## config.mk

```make
export PLATFORM = sky130hd
export DESIGN_NAME = scmt_cell
export DESIGN_NICKNAME = d
export VERILOG_FILES = /design/src/design/scmt_cell.sv
export SDC_FILE = /design/constraint.sdc
export NUM_CORES = 1
export LEC_CHECK = 0
export BUFFER_PORTS_ARGS = -buffer_cell sky130_fd_sc_hd__buf_2
export CAP_MARGIN = 20
export CORE_AREA = 10 10 74 76
export CTS_CLUSTER_SIZE = 8
export DETAILED_ROUTE_END_ITERATION = 10
export DIE_AREA = 0 0 84 86
export PLACE_DENSITY = 0.75
export SYNTH_ARGS = -nofsm -noshare
export SYNTH_HDL_FRONTEND = slang
export SYNTH_SLANG_ARGS = --single-unit
```

## constraint.sdc

```tcl
create_clock -name aclk -period 0.8 [get_ports aclk]
set_input_delay 0.12 -clock aclk [delete_from_list [all_inputs] [get_ports aclk]]
set_output_delay 0.12 -clock aclk [all_outputs]
set_load 0.02 [all_outputs]
```

## src/design/scmt_cell.sv

```systemverilog
// One table cell of the rotating ring: holds a single packed entry and passes
// it to its neighbor whenever the ring advances. No package dependency.
module scmt_cell #(
    parameter int ENTRY_BITS = 52
) (
    input  logic                  aclk,
    input  logic                  shift_en,
    input  logic [ENTRY_BITS-1:0] d_in,
    output logic [ENTRY_BITS-1:0] q_out
);

    logic [ENTRY_BITS-1:0] entry_reg;
    logic [ENTRY_BITS-1:0] entry_next;

    assign entry_next = shift_en ? d_in : entry_reg;

    always_ff @(posedge aclk) begin
        entry_reg <= entry_next;
    end

    assign q_out = entry_reg;

endmodule

```

### Word level (Yosys, flattened, before mapping)

Index checks and enable logic that the tools add are counted.
Widths: inputs -> output; s select.

| word-level totals | value |
|---|---|
| logic and storage cells | 1 |
| input port bits | 54 |
| output and inout bits | 52 |
| bits in registers | 52 |

### Depth between registers and ports, before layout

Gate-level depths: netlist (run 1).

| depth | value |
|---|---|
| depth after elaboration | 0 |
| depth in mapped cells | 0 |
| depth with buffers taken out | 0 |

### Worst setup path before layout (run 1)

Ideal clock, no wire load.

| path | value |
|---|---|
| kind | flip-flop to output port |
| start | reg entry_reg[0] (netlist: q_out[0]) |
| end | out q_out[0] |
| path slack | 0.231 ns |
| arrival | 0.449 ns |
| data required time | 0.680 ns |
| stages on the path, launching flop included | 1 |
| cells stage by stage | edfxtp_1 |

RTL lines:

| item | line | text |
|---|---|---|
| from (decl) | 12 | `logic [ENTRY_BITS-1:0] entry_reg;` |
| from (signal assigned) | 18 | `entry_reg <= entry_next;` |
| to (decl) | 9 | `output logic [ENTRY_BITS-1:0] q_out` |

No word-level cell between the ends.

### Final worst setup path (run 1)

| path | value |
|---|---|
| start | reg entry_reg[20] (netlist: q_out[20]) |
| end | out q_out[20] |

No word-level cell between the ends.

==> results of run 1 <==
## cell usage after synthesis (all sizes together)
cell type	instances	area (sq um)
edfxtp	52	1562
## cells by family after synthesis
group and share of synthesized area (%):
DFF 100.0
## layout by cell type (no fill, tap or decap)
master and count:
buf_12 2, buf_2 68, buf_6 37, clkbuf_8 5, clkinv_1 1, clkinv_2 2, dlygate4sd3_1 51, edfxtp_1 52
## where the power goes
part	switching, uW	leakage (uW)	internal [uW]
Clock	764	0.0000453	594
Combinational	488	0.000723	575
Sequential	85.3	0.000509	3240
## worst max path at each step
stage / to / slack [ps]
2_1_floorplan: q_out[0] / 230
3_3_place_gp: q_out[15] / 40
3_5_place_dp: q_out[1] / 20
4_1_cts: q_out[33] / -190
5_1_grt: q_out[13] / -220
6_report: q_out[20] / -180
## area by class of cell
| class | instances | area share (%) |
|---|---|---|
| Sequential cell | 52 | 51.81 |
| Timing Repair Buffer | 158 | 43.38 |
| Clock buffer | 5 | 2.283 |
| Tap cell | 50 | 2.076 |
| Clock inverter | 3 | 0.4566 |
## metrics by stage
step / util (%) / worst slack, ps
after detailed placement: 55.14 / 23.07
after global placement: 55.14 / 41.37
after CTS: 70.57 / -189.0
final: 75.90 / -183.6
after global routing: 75.90 / -216.4
after floorplan: - / 230.5
## per-layer routing
layer  share of wire, %  wire, um  global-route usage [%]
met4               0.76        36                   3.653
met3                 12       581                   8.136
met5                  0         0                       0
met1                 34      1638                   11.30
met2                 52      2492                   22.51
## repair_timing
item | CTS | global route
setup endpoints to repair | 52 | 52
endpoints found under the hold margin | 43 | 8
hold buffers | 43 | 8
gates resized for setup | 32 | 42
==> run summary, run 1 <==
CP top delay family = flip-flops
Crit path depth = 1
Layout Cells excl Fill = 268
Clk slew on worst S/H paths = 80 ps
Power per cell area = 1906 nW/um^2
Initial DRC Count = 27
Max reg flops = 52
Violated checks = setup timing
Multi-input comb cells = 0
CTS tree = yes
H-tree depth = 2
Full die area = 7224 sq um
Sequential share of the synthesized area = 100.0%
Final hold vios = 0
Routed vias = 1129
Crit path buf inv count = 1
Min Tclk post-route = 983.6 ps
Status = finished, violations left
Die height = 86 um
Pleak = 0.001277 uW
Overall Global Routing Usage = 12.51%
Initial Utilization = 39.32%
Maxcap violations = 0
Critical Path, Cell by Cell = buf_6
Placed Area = 2190 sq um
First-pass GRT wire length = 7010 um
Design area = 3014 sq um
Hold path depth = 1
WS Path Type = register to output port
Crit-path max FO = 1
CP Capture Type = output port
Rows = 23
Routed vias/inst = 4.213
Final net count = 271
Final wirelength = 4748 um
DRT Pass-1 Iters = 4
Relative slew slack = 89.77%
Num Clock Sinks = 52
Max Slew Vio Count = 0
Fmax = 1017 MHz
Worst vdd ir = 1.865 mV
Number of global-route vias before repair = 1272
CP Launch Point = q_out[20]
Hold endpoint = q_out[20]
Register area = 1562 sq um
Worst hold path type = input port to register
PortBufs = 105
Routability Congestion = 0.7325
Initial antenna violation count = 0
WP data arrival = 860 ps
Netlist Area Pre-Place = 1561 sq um
Hold path start = d_in[20]
Largest stage delay on the critical path = 420 ps
GR Overflow Total = 0
Slowest CP cell = edfxtp_1
Synth Register Bits = 52
Area growth, synth to finish = 93.03%
Final setup margin = -183.6 ps
DRC = 0
Average wire per standard cell = 17.72 um
Unrepaired setup endpoints after global routing = yes
Routed Antenna Nets = 0
N_diodes = 0
Die X = 84 um
CTS buffer count = 5
Worst hold margin = 13.40 ps
Largest net degree at the start of global routing = 30
Period utilisation layout = 123.0%
Syn Nets = 106
Mapped Avg Cell Area = 30.03 sq um
Worst slew pin tran = 153.4 ps
CP startpoint kind = register
Ratio of cells with drive above 1 in the final layout = 52.29%
Filler instances = 237
I/O Pins = 106
Syn. warnings = 0
Count of cell types in the netlist = 1
Pwr Total = 5744 uW
Sum Neg Setup Slack = -7607 ps
Multi-input combinational cell area = 0 sq um
Final setup violation count = 52
Post-CTS setup buffer count = 0
Post-Synthesis Cells = 52
Placed Cells incl. Taps = 209
Root buffer cell = clkbuf_8
Data required time of the worst path = 680 ps
CTS Buffer Depth = 2
Core area = 3971 sq um
Note: power is estimated with default switching activity, not from simulation.
==> run 2: changes to the inputs <==
- HOLD_SLACK_MARGIN: unset -> 0.08
==> run 2 against run 1 <==
Compared with the run above: the run still ends with setup timing left; worst setup slack improved by 3.6 ps; count of clock-buffer cells in the layout is the same; largest cell class unchanged; global-route usage is 0.35 points higher; critical endpoint is now q_out[13].
==> run summary, run 2 (synthesized netlist as in run 1, its figures left out) <==
Status = finished, violations left
Violated checks = setup timing
CP startpoint kind = register
Final wirelength = 4816 um
Die height = 86 um
WS Path Type = register to output port
Multi-input comb cells = 0
Multi-input combinational cell area = 0 sq um
Area growth, synth to finish = 94.07%
Final setup margin = -180.0 ps
Routed Antenna Nets = 0
First-pass GRT wire length = 7238 um
Crit path buf inv count = 1
Power per cell area = 1896 nW/um^2
Min Tclk post-route = 980.0 ps
N_diodes = 0
Rows = 23
Placed Area = 2190 sq um
Largest stage delay on the critical path = 410 ps
Final setup violation count = 52
Most frequent cells in the layout = buf_2 (67), dlygate4sd3_1 (52), edfxtp_1 (52), buf_6 (38), clkbuf_8 (5)
Ratio of cells with drive above 1 in the final layout = 52.05%
Slowest CP cell = edfxtp_1
Hold path start = shift_en
CTS buffer count = 5
Max reg flops = 52
Fmax = 1020 MHz
Data required time of the worst path = 680 ps
WP data arrival = 860 ps
Worst slew pin tran = 155.8 ps
CP Launch Point = q_out[13]
Filler instances = 239
Average wire per standard cell = 17.90 um
DRT Pass-1 Iters = 4
Max Slew Vio Count = 0
Final hold vios = 0
CP Capture Type = output port
Pleak = 0.001284 uW
Worst vdd ir = 1.856 mV
Critical Path, Cell by Cell = buf_6
Pwr Total = 5745 uW
DRC = 0
Register area = 1562 sq um
Post-Place Worst Slack = 23.07 ps
Commonest non-fill, non-tap cell in the layout = buf_2
Largest net degree at the start of global routing = 30
Maxcap violations = 0
H-tree depth = 2
Die X = 84 um
PortBufs = 105
Design area = 3030 sq um
CTS Buffer Depth = 2
Routed vias = 1130
Worst hold margin = 290.6 ps
Routability Congestion = 0.7325
CTS tree = yes
Full die area = 7224 sq um
Initial antenna violation count = 0
Final core occ = 76.31%
CP top delay family = flip-flops
Worst hold path type = input port to register
Core area = 3971 sq um
Final net count = 272
Unrepaired setup endpoints after global routing = yes
Initial Utilization = 39.32%
Relative slew slack = 89.61%
Num Clock Sinks = 52
Overall Global Routing Usage = 12.86%
Period utilisation layout = 122.5%
Clk slew on worst S/H paths = 90 ps
GR Overflow Total = 0
I/O Pins = 106
Routed vias/inst = 4.201
Initial DRC Count = 28
Crit-path max FO = 1
Root buffer cell = clkbuf_8
Number of global-route vias before repair = 1337
run 2: cell count changes in the layout (fill, tap and decap cells not counted):
cell / previous run / this run
buf_2: 68 / 67
buf_6: 37 / 38
dlygate4sd3_1: 51 / 52
run 2: stage by stage:
step                      instances  setup TNS [ps]
after floorplan                  52               0
after global placement          209               0
after detailed placement        209               0
after CTS                       269           -8023
after global routing            269           -9692
final                           269           -7602
run 2: metal layers:
| metal | routed length [um] | up-vias | GRT usage [%] |
|---|---|---|---|
| met5 | 0 | - | 0 |
| met4 | 36 | 0 | 3.653 |
| met3 | 582 | 4 | 8.893 |
| met2 | 2569 | 71 | 23.41 |
| met1 | 1627 | 516 | 11.10 |
| li1 | - | 539 | - |
run 2: final timing paths:
| kind | end | slack (ps) | depth (start not counted) |
|---|---|---|---|
| worst min-delay path | q_out[36] | 290 | 2 |
| worst max-delay path | q_out[13] | -180 | 1 |
run 2: power breakdown:
| part | switching [uW] | internal [uW] |
|---|---|---|
| combinational | 486 | 582 |
| clock | 759 | 594 |
| sequential | 86.5 | 3240 |
run 2: layout make-up:
type / count / area share (%)
flip-flops and latches: 52 / 51.53
repair buffers: 159 / 43.68
clock buffers: 5 / 2.271
well taps: 50 / 2.064
clock inverters: 3 / 0.4542
run 2: what timing repair did:
item	in CTS	in global routing
setup endpoints to repair	52	52
endpoints found under the hold margin	52	0
resized for setup	32	45
pin swaps	0	0
buffers inserted	0	0
hold buffers	52	0
