--- src/design/scmt_pkg.sv ---
// Shared types and constants for the star candidate merge table.
// No dependencies; imported by the merge unit, the top level and the checker.
package scmt_pkg;

    // Width of a radius, both in the table and at the ports.
    localparam int RADIUS_BITS = 8;

    // What the merge unit did with the entry leaving its last stage.
    typedef struct packed {
        logic record;   // entry was merged into or appended
        logic merge;    // 1: merged, 0: appended
    } scmt_event_t;

endpackage

--- src/design/scmt_merge_unit.sv ---
// Three-stage compare/merge unit that sits inside the cell ring.
// Depends on scmt_pkg (RADIUS_BITS, scmt_event_t).
module scmt_merge_unit #(
    parameter int STAR_SLOTS = 1024,
    parameter int COORD_BITS = 14,
    parameter int FRAC_BITS  = 8,
    localparam int CB = COORD_BITS + FRAC_BITS,
    localparam int IW = (STAR_SLOTS > 1) ? $clog2(STAR_SLOTS) : 1,
    localparam int CW = $clog2(STAR_SLOTS + 1),
    localparam int EW = 2 * CB + scmt_pkg::RADIUS_BITS
) (
    input  logic                           aclk,
    input  logic                           aresetn,
    input  logic                           start,
    input  logic                           adv,
    input  logic                           feed_vld,
    input  logic [IW-1:0]                  feed_idx,
    input  logic [EW-1:0]                  feed_entry,
    input  logic [CB-1:0]                  cand_x,
    input  logic [CB-1:0]                  cand_y,
    input  logic [scmt_pkg::RADIUS_BITS-1:0] cand_r,
    input  logic [CW-1:0]                  count,
    output logic [EW-1:0]                  out_entry,
    output scmt_pkg::scmt_event_t          ev,
    output logic [IW-1:0]                  ev_idx
);
    import scmt_pkg::*;

    localparam int RB  = RADIUS_BITS;
    localparam int RFW = RB + FRAC_BITS;

    // stage 1: raw entry from the head cell
    logic          s1_vld_reg, s1_vld_next;
    logic [IW-1:0] s1_idx_reg;
    logic [EW-1:0] s1_entry_reg;

    // stage 2: distances and bounding-box check
    logic           s2_vld_reg, s2_vld_next;
    logic [IW-1:0]  s2_idx_reg;
    logic [EW-1:0]  s2_entry_reg;
    logic [RFW-1:0] s2_dx_reg, s2_dy_reg, s2_rfix_reg;
    logic [RB-1:0]  s2_big_reg;
    logic           s2_near_reg;

    // stage 3: squares
    logic             s3_vld_reg, s3_vld_next;
    logic [IW-1:0]    s3_idx_reg;
    logic [EW-1:0]    s3_entry_reg;
    logic [2*RFW-1:0] s3_dx2_reg, s3_dy2_reg, s3_r2_reg;
    logic [RB-1:0]    s3_big_reg;
    logic             s3_near_reg;

    logic hit_reg, hit_next;

    // stage 1 combinational
    logic [CB-1:0]  e1_cx, e1_cy;
    logic [RB-1:0]  e1_r;
    logic [RB-1:0]  big1;
    logic [RFW-1:0] rfix1;
    logic [CB-1:0]  dx1, dy1;
    logic           near1;

    assign {e1_cx, e1_cy, e1_r} = s1_entry_reg;
    assign big1  = (e1_r > cand_r) ? e1_r : cand_r;
    assign rfix1 = RFW'(big1) << FRAC_BITS;
    assign dx1   = (cand_x >= e1_cx) ? cand_x - e1_cx : e1_cx - cand_x;
    assign dy1   = (cand_y >= e1_cy) ? cand_y - e1_cy : e1_cy - cand_y;
    assign near1 = (dx1 <= CB'(rfix1)) && (dy1 <= CB'(rfix1));

    // stage 2 combinational
    logic [2*RFW-1:0] dx2, dy2, r2;
    assign dx2 = {{RFW{1'b0}}, s2_dx_reg} * {{RFW{1'b0}}, s2_dx_reg};
    assign dy2 = {{RFW{1'b0}}, s2_dy_reg} * {{RFW{1'b0}}, s2_dy_reg};
    assign r2  = {{RFW{1'b0}}, s2_rfix_reg} * {{RFW{1'b0}}, s2_rfix_reg};

    // stage 3 combinational: decide and rewrite the entry
    logic [CB-1:0]  e3_cx, e3_cy;
    logic [2*RFW:0] sq_sum;
    logic           within3, in_tbl, at_tail, do_merge, do_append;
    logic [CB:0]    sum_x, sum_y;

    assign e3_cx     = s3_entry_reg[EW-1 -: CB];
    assign e3_cy     = s3_entry_reg[EW-CB-1 -: CB];
    assign sq_sum    = {1'b0, s3_dx2_reg} + {1'b0, s3_dy2_reg};
    assign within3   = s3_near_reg && (sq_sum <= {1'b0, s3_r2_reg});
    assign in_tbl    = CW'(s3_idx_reg) < count;
    assign at_tail   = CW'(s3_idx_reg) == count;
    assign do_merge  = s3_vld_reg && in_tbl && !hit_reg && within3;
    assign do_append = s3_vld_reg && at_tail && !hit_reg;
    assign sum_x     = {1'b0, e3_cx} + {1'b0, cand_x};
    assign sum_y     = {1'b0, e3_cy} + {1'b0, cand_y};

    always_comb begin
        if (do_merge) begin
            out_entry = {sum_x[CB:1], sum_y[CB:1], s3_big_reg};
        end else if (do_append) begin
            out_entry = {cand_x, cand_y, cand_r};
        end else begin
            out_entry = s3_entry_reg;
        end
    end

    assign ev.record = do_merge || do_append;
    assign ev.merge  = do_merge;
    assign ev_idx    = s3_idx_reg;

    always_comb begin
        s1_vld_next = adv ? feed_vld   : s1_vld_reg;
        s2_vld_next = adv ? s1_vld_reg : s2_vld_reg;
        s3_vld_next = adv ? s2_vld_reg : s3_vld_reg;
        if (start) begin
            hit_next = 1'b0;
        end else if (adv && do_merge) begin
            hit_next = 1'b1;
        end else begin
            hit_next = hit_reg;
        end
    end

    always_ff @(posedge aclk) begin
        if (!aresetn) begin
            s1_vld_reg <= 1'b0;
            s2_vld_reg <= 1'b0;
            s3_vld_reg <= 1'b0;
            hit_reg    <= 1'b0;
        end else begin
            s1_vld_reg <= s1_vld_next;
            s2_vld_reg <= s2_vld_next;
            s3_vld_reg <= s3_vld_next;
            hit_reg    <= hit_next;
        end
    end

    always_ff @(posedge aclk) begin
        if (adv) begin
            s1_idx_reg   <= feed_idx;
            s1_entry_reg <= feed_entry;
            s2_idx_reg   <= s1_idx_reg;
            s2_entry_reg <= s1_entry_reg;
            s2_dx_reg    <= dx1[RFW-1:0];
            s2_dy_reg    <= dy1[RFW-1:0];
            s2_rfix_reg  <= rfix1;
            s2_big_reg   <= big1;
            s2_near_reg  <= near1;
            s3_idx_reg   <= s2_idx_reg;
            s3_entry_reg <= s2_entry_reg;
            s3_dx2_reg   <= dx2;
            s3_dy2_reg   <= dy2;
            s3_r2_reg    <= r2;
            s3_big_reg   <= s2_big_reg;
            s3_near_reg  <= s2_near_reg;
        end
    end

endmodule

--- config.mk ---
export PLATFORM = sky130hd
export DESIGN_NAME = scmt_merge_unit
export DESIGN_NICKNAME = d
export VERILOG_FILES = /design/src/design/scmt_pkg.sv /design/src/design/scmt_merge_unit.sv
export SDC_FILE = /design/constraint.sdc
export NUM_CORES = 2
export LEC_CHECK = 0
export CAP_MARGIN = 20
export CORE_MARGIN = 10
export CORE_UTILIZATION = 68
export CTS_BUF_LIST = sky130_fd_sc_hd__clkbuf_2 sky130_fd_sc_hd__clkbuf_4 sky130_fd_sc_hd__clkbuf_8
export DETAILED_ROUTE_END_ITERATION = 16
export DONT_BUFFER_PORTS = 1
export PLACE_DENSITY = 0.84
export SLEW_MARGIN = 5
export SYNTH_ARGS = -nofsm -noshare
export SYNTH_HDL_FRONTEND = slang
export SYNTH_SLANG_ARGS = --single-unit
--- constraint.sdc ---
create_clock -name aclk -period 9.8 [get_ports aclk]
set_input_delay 2.45 -clock aclk [delete_from_list [all_inputs] [get_ports aclk]]
set_output_delay 2.45 -clock aclk [all_outputs]
set_load 0.01 [all_outputs]
**Word-level counts from Yosys, hierarchy flattened**

Index checks and enable logic that the tools add are counted.

- Register bits: 320

- Add/subtract/negate cells: 7
- Multipliers: 3
- Order comparisons: 7
- Eq/ne operators: 1
- Muxes and demuxes: 5
- Bitwise operators: 1
- Reduce and logical (&&, ||, !) cells: 11

Operators by type and width:

| operator | count |
|---|---|
| two-way mux 52 bit | 2 |
| subtractor 22 bit | 4 |
| multiplier 16 x 16 -> 32 bit | 2 |
| adder 22 x 22 -> 23 bit | 2 |
| >= comparator 22 bit | 2 |
| <= comparator 22 x 16 -> 1 bit | 2 |
| two-way mux 22 bit | 2 |
| adder 32 x 32 -> 33 bit | 1 |
| <= comparator 33 x 32 -> 1 bit | 1 |
| multiplier 8 x 8 -> 16 bit | 1 |
| equality test 10 x 11 -> 1 bit | 1 |
| < comparator 10 x 11 -> 1 bit | 1 |
| > comparator 8 bit | 1 |
| logical AND 1 bit | 8 |
| two-way mux 8 bit | 1 |
| OR reduction 2 bit | 1 |
| logical NOT 1 bit | 1 |
| logical OR 1 bit | 1 |
| inverter 1 bit | 1 |

**Longest topological paths before layout**

- Word-level depth: 5
- Mapped depth: 27
- Depth with buffers taken out: 26

**Least setup slack after synthesis**

No wires, ideal clock.

- Path kind: reg-to-output
- From: register s3_dx2_reg[3]
- To: output out_entry[10]
- Data arrival time: 5,456 ps
- Data required time: 7,350 ps
- Setup slack: 1,894 ps
- Cell stages (with the launch flop): 26
- Path buffers: 1
- Cells stage by stage: edfxtp_1 ha_1 a211oi_1 or2_2 a2111oi_2 o311ai_0 a211oi_1 a211oi_1 nor3_1 o31ai_1 nand2b_1 a21oi_1 xnor2_1 ha_1 nand3_1 nor2_1 nand2_1 nor4_1 o2111ai_1 a2111oi_0 o2111ai_1 a221o_1 o21ai_0 nand3_1 buf_4 mux2i_1

- Longest elaborated chain between the ends: 5

Ends and longest elaborated chain:

| what | line | source |
|---|---|---|
| start, declared | scmt_merge_unit.sv:49 | `logic [2*RFW-1:0] s3_dx2_reg, s3_dy2_reg, s3_r2_reg;` |
| start signal, assigned | scmt_merge_unit.sv:147 | `s3_dx2_reg <= dx2;` |
| adder 32 x 32 -> 33 bit | scmt_merge_unit.sv:84 | `assign sq_sum = {1'b0, s3_dx2_reg} + {1'b0, s3_dy2_reg};` |
| <= comparator 33 x 32 -> 1 bit | scmt_merge_unit.sv:85 | `assign within3 = s3_near_reg && (sq_sum <= {1'b0, s3_r2_reg});` |
| logical AND 1 bit | scmt_merge_unit.sv:85 |  |
| logical AND 1 bit | scmt_merge_unit.sv:88 | `assign do_merge = s3_vld_reg && in_tbl && !hit_reg && within3;` |
| two-way mux 52 bit | scmt_merge_unit.sv:94 | `if (do_merge) begin` |
| end, declared | scmt_merge_unit.sv:23 | `output logic [EW-1:0] out_entry,` |

Every way passes these cells.

**Worst setup path in the final report**

- From: register s3_dy2_reg[3]
- To: output out_entry[12]

- Longest elaborated chain between the ends: 5

Ends and longest elaborated chain:

| what | line | source |
|---|---|---|
| start, declared | scmt_merge_unit.sv:49 |  |
| start signal, assigned | scmt_merge_unit.sv:148 | `s3_dy2_reg <= dy2;` |
| adder 32 x 32 -> 33 bit | scmt_merge_unit.sv:84 |  |
| <= comparator 33 x 32 -> 1 bit | scmt_merge_unit.sv:85 |  |
| logical AND 1 bit | scmt_merge_unit.sv:85 |  |
| logical AND 1 bit | scmt_merge_unit.sv:88 |  |
| two-way mux 52 bit | scmt_merge_unit.sv:94 |  |

Every way passes these cells.

==> reports/qor.csv <==
metric;value;unit
status;finished, final reports clean;
sequential-to-total area share from yosys stat;26.2;%
area leader, netlist;edfxtp_1;
first-pass GRT wire length;138000;um
fmax;107;MHz
syn nets;4594;
Mapped Area;0.0361;mm^2
Tot GR Track Use;27.0;%
design area;0.0382;mm^2
share of cells above drive strength 1;5.43;%
Fin. Hold Viols;0;
largest net degree at the start of global routing;317;
Tightest Hold Check Type;reg -> reg;
Rows;84;
clk buf depth;3;
clk root buf;clkbuf_8;
Synth Area in Adders;34.9;%
ys flop type;edfxtp_1;
Slew Viols, Final;0;
Crit Path Class;reg -> out;
Slew @ Worst Pin;1.05;ns
synth unique cells;85;
CP max-delay cell;edfxtp_1;
via/cell ratio;5.98;
vias;26400;
RSZ-0062 raised after global routing;true;
met2 usage;46.5;%
busiest grt layer;met2;
die height;250;um
initial antenna violation count;5;
Final Hold Slack;0.393;ns
post-synthesis compound-gate area fraction;12.0;%
maxcap violations;0;
# port buffers;0;
most frequent CP cell;o2111ai_1;
core box area;0.0526;mm^2
delay-heaviest family, CP;compound AO/OA/AOI/OAI gates;
initial core utilization;68.7;%
Final Cycle Share;95.8;%
Routed Antenna Nets;0;
final critical-path required period;9.39;ns
CTS buffer count;54;
Die Area;0.0627;mm^2
post-placement cell area;0.0369;mm^2
synth warn;0;
# DRC;0;
DRT Pass-1 Iters;5;
DR WL/cell;19.1;um
CP peak stage delay;0.40;ns
Syn-to-layout area delta;5.65;%
CTS Sinks;316;
CTS tree;done;
fillers;3781;
Post-synth EDFFs;312;
Worst Path Buf+Inv;4;
First DRT Iteration DRCs;1820;
Setup Skew;0.0326;ns
htree depth;2;
post-synthesis xor/xnor area fraction;4.07;%
Critical Path Source Type;flip-flop;
WP data arrival;6.94;ns
grt ovf;0;
final net count;4598;
crit-path max FO;17;
CP required;7.35;ns
clock latency on the worst-skew pair;0.66;ns
mux contribution to synthesized area;3.45;%
I/O pin count;194;
Seq cells post-synth;316;
Reg clk slew, reported paths;0.09;ns
DIE WIDTH;250;um
CP Capture Type;output pin;
Post-Route WL;84300;um
GP Congestion;0.956;
post-synthesis instance total;3669;
ys async rst share;0;%
Slew Limit Headroom;29.6;%
setup tns final;0;ns
synth top area cells;edfxtp_1 (26%), fa_1 (20%), ha_1 (15%), inv_1 (7.4%), mux2i_1 (3.1%);
M3 GR Usage;4.88;%
DP Wirelength;66400;um
number of global-route vias before repair;27500;
M1 GR Usage;33.6;%
Yosys top cell area share;25.9;%
largest family of logic cells by synthesized area;adder cells;
Final Setup Violations;0;
Post-Synth Simple-Gate Area;10.9;%
syn avg cell area;9.84;um^2
==> timing repair <==
action	4_1_cts	5_1_grt
cloned	1	0
buffers inserted	1	3
endpoints found under the setup margin	33	54
hold endpoints to repair	0	0
hold buffers	0	0
gates resized for setup	3	16
==> synth_stat cells (36+ instances only) <==
master / n
a21o_1: 95
a21oi_1: 189
and2_1: 105
clkbuf_1: 77
edfxtp_1: 312
fa_1: 355
ha_1: 440
inv_1: 713
mux2i_1: 111
nand2_1: 270
nand3_1: 61
nor2_1: 150
nor2b_1: 41
nor3_1: 36
o21ai_0: 114
xnor2_1: 119
xor2_1: 49
==> stage by stage <==
step                cells  utilization [%]  setup slack [ns]
global route         4407             72.6           -0.0603
detailed placement   4300             70.2             0.619
global placement     4300             70.2             0.784
finish               4407             72.6             0.410
floorplan            3669                -              1.89
CTS                  4402             72.4            0.0730
==> worst register-to-register path: stages, from the launching register on <==
cell and delay, ns:
edfxtp_1 0.73, and2_1 0.36, fa_1 0.51, inv_1 0.05, fa_1 0.53, inv_1 0.05
fa_1 0.51, inv_1 0.06, fa_1 0.53, inv_1 0.04, fa_1 0.49, inv_1 0.06
fa_1 0.53, inv_1 0.04, ha_1 0.35, a21o_1 0.18, a21o_1 0.16, a21o_1 0.18
a21o_1 0.19, a31oi_1 0.24, o311ai_0 0.28, or2_2 0.36, a41o_1 0.26, a21o_1 0.18
a21oi_1 0.17, xnor2_1 0.08
==> kinds of logic (layout without fill, tap and decap cells) <==
family | Yosys count | count (layout)
AO/OA/AOI/OAI | 653 | 653
XOR/XNOR | 168 | 168
adder cells (fa/ha/maj) | 795 | 795
buffers and inverters | 807 | 855
flip-flops | 316 | 316
multiplexers | 123 | 123
other | 0 | 2
AND/OR/NAND/NOR | 807 | 807
==> placed cells by master (no fill, tap or decap), drive strengths merged, types with 16 or more instances in the layout <==
| master | n |
|---|---|
| or2 | 21 |
| nor2b | 41 |
| nand3 | 61 |
| clkbuf | 69 |
| xnor2 | 119 |
| and3 | 22 |
| nor2 | 150 |
| mux2i | 111 |
| a21o | 95 |
| o21a | 32 |
| buf | 42 |
| a211oi | 20 |
| clkinv | 24 |
| nand2 | 270 |
| and2 | 106 |
| nor3 | 37 |
| o211ai | 18 |
| edfxtp | 312 |
| nand4 | 31 |
| o21bai | 24 |
| ha | 440 |
| o21ai | 121 |
| fa | 355 |
| xor2 | 49 |
| a31oi | 16 |
| a21oi | 189 |
| inv | 715 |
| nand2b | 30 |
==> cell type report <==
cell class	instances	area, um^2	area share [%]
antenna	2	5.00	0.0131
sequential	316	9450	24.8
clock inverter	31	256	0.672
clock buffer	69	875	2.29
multi-input combinational	2546	23700	62.0
timing repair buffer	42	359	0.941
inverter	713	2680	7.01
tap	688	861	2.26
==> layer usage <==
| metal | routed length, um | vias to the layer above | part of all wire [%] |
|---|---|---|---|
| met5 | 21 | - | 0.025 |
| met2 | 41500 | 956 | 49 |
| met1 | 33800 | 12900 | 40 |
| met4 | 2890 | 4 | 3.4 |
| li1 | - | 12300 | - |
| met3 | 6060 | 177 | 7.2 |
==> path summary, 6_finish.rpt <==
kind / from / end / slack, ns / cells past startpoint
worst max register to register: s2_dx_reg[2] / s3_dx2_reg[24] / 2.42 / 25
worst max-delay path: s3_dy2_reg[3] / out_entry[12] / 0.41 / 28
worst min-delay path: s2_entry_reg[30] / s3_entry_reg[30] / 0.39 / 0
worst min register to register: s2_entry_reg[30] / s3_entry_reg[30] / 0.39 / 0
Power is left out: the tool's default activity adds up to more than one toggle a clock period on the data nets, which glitch-free logic cannot reach.
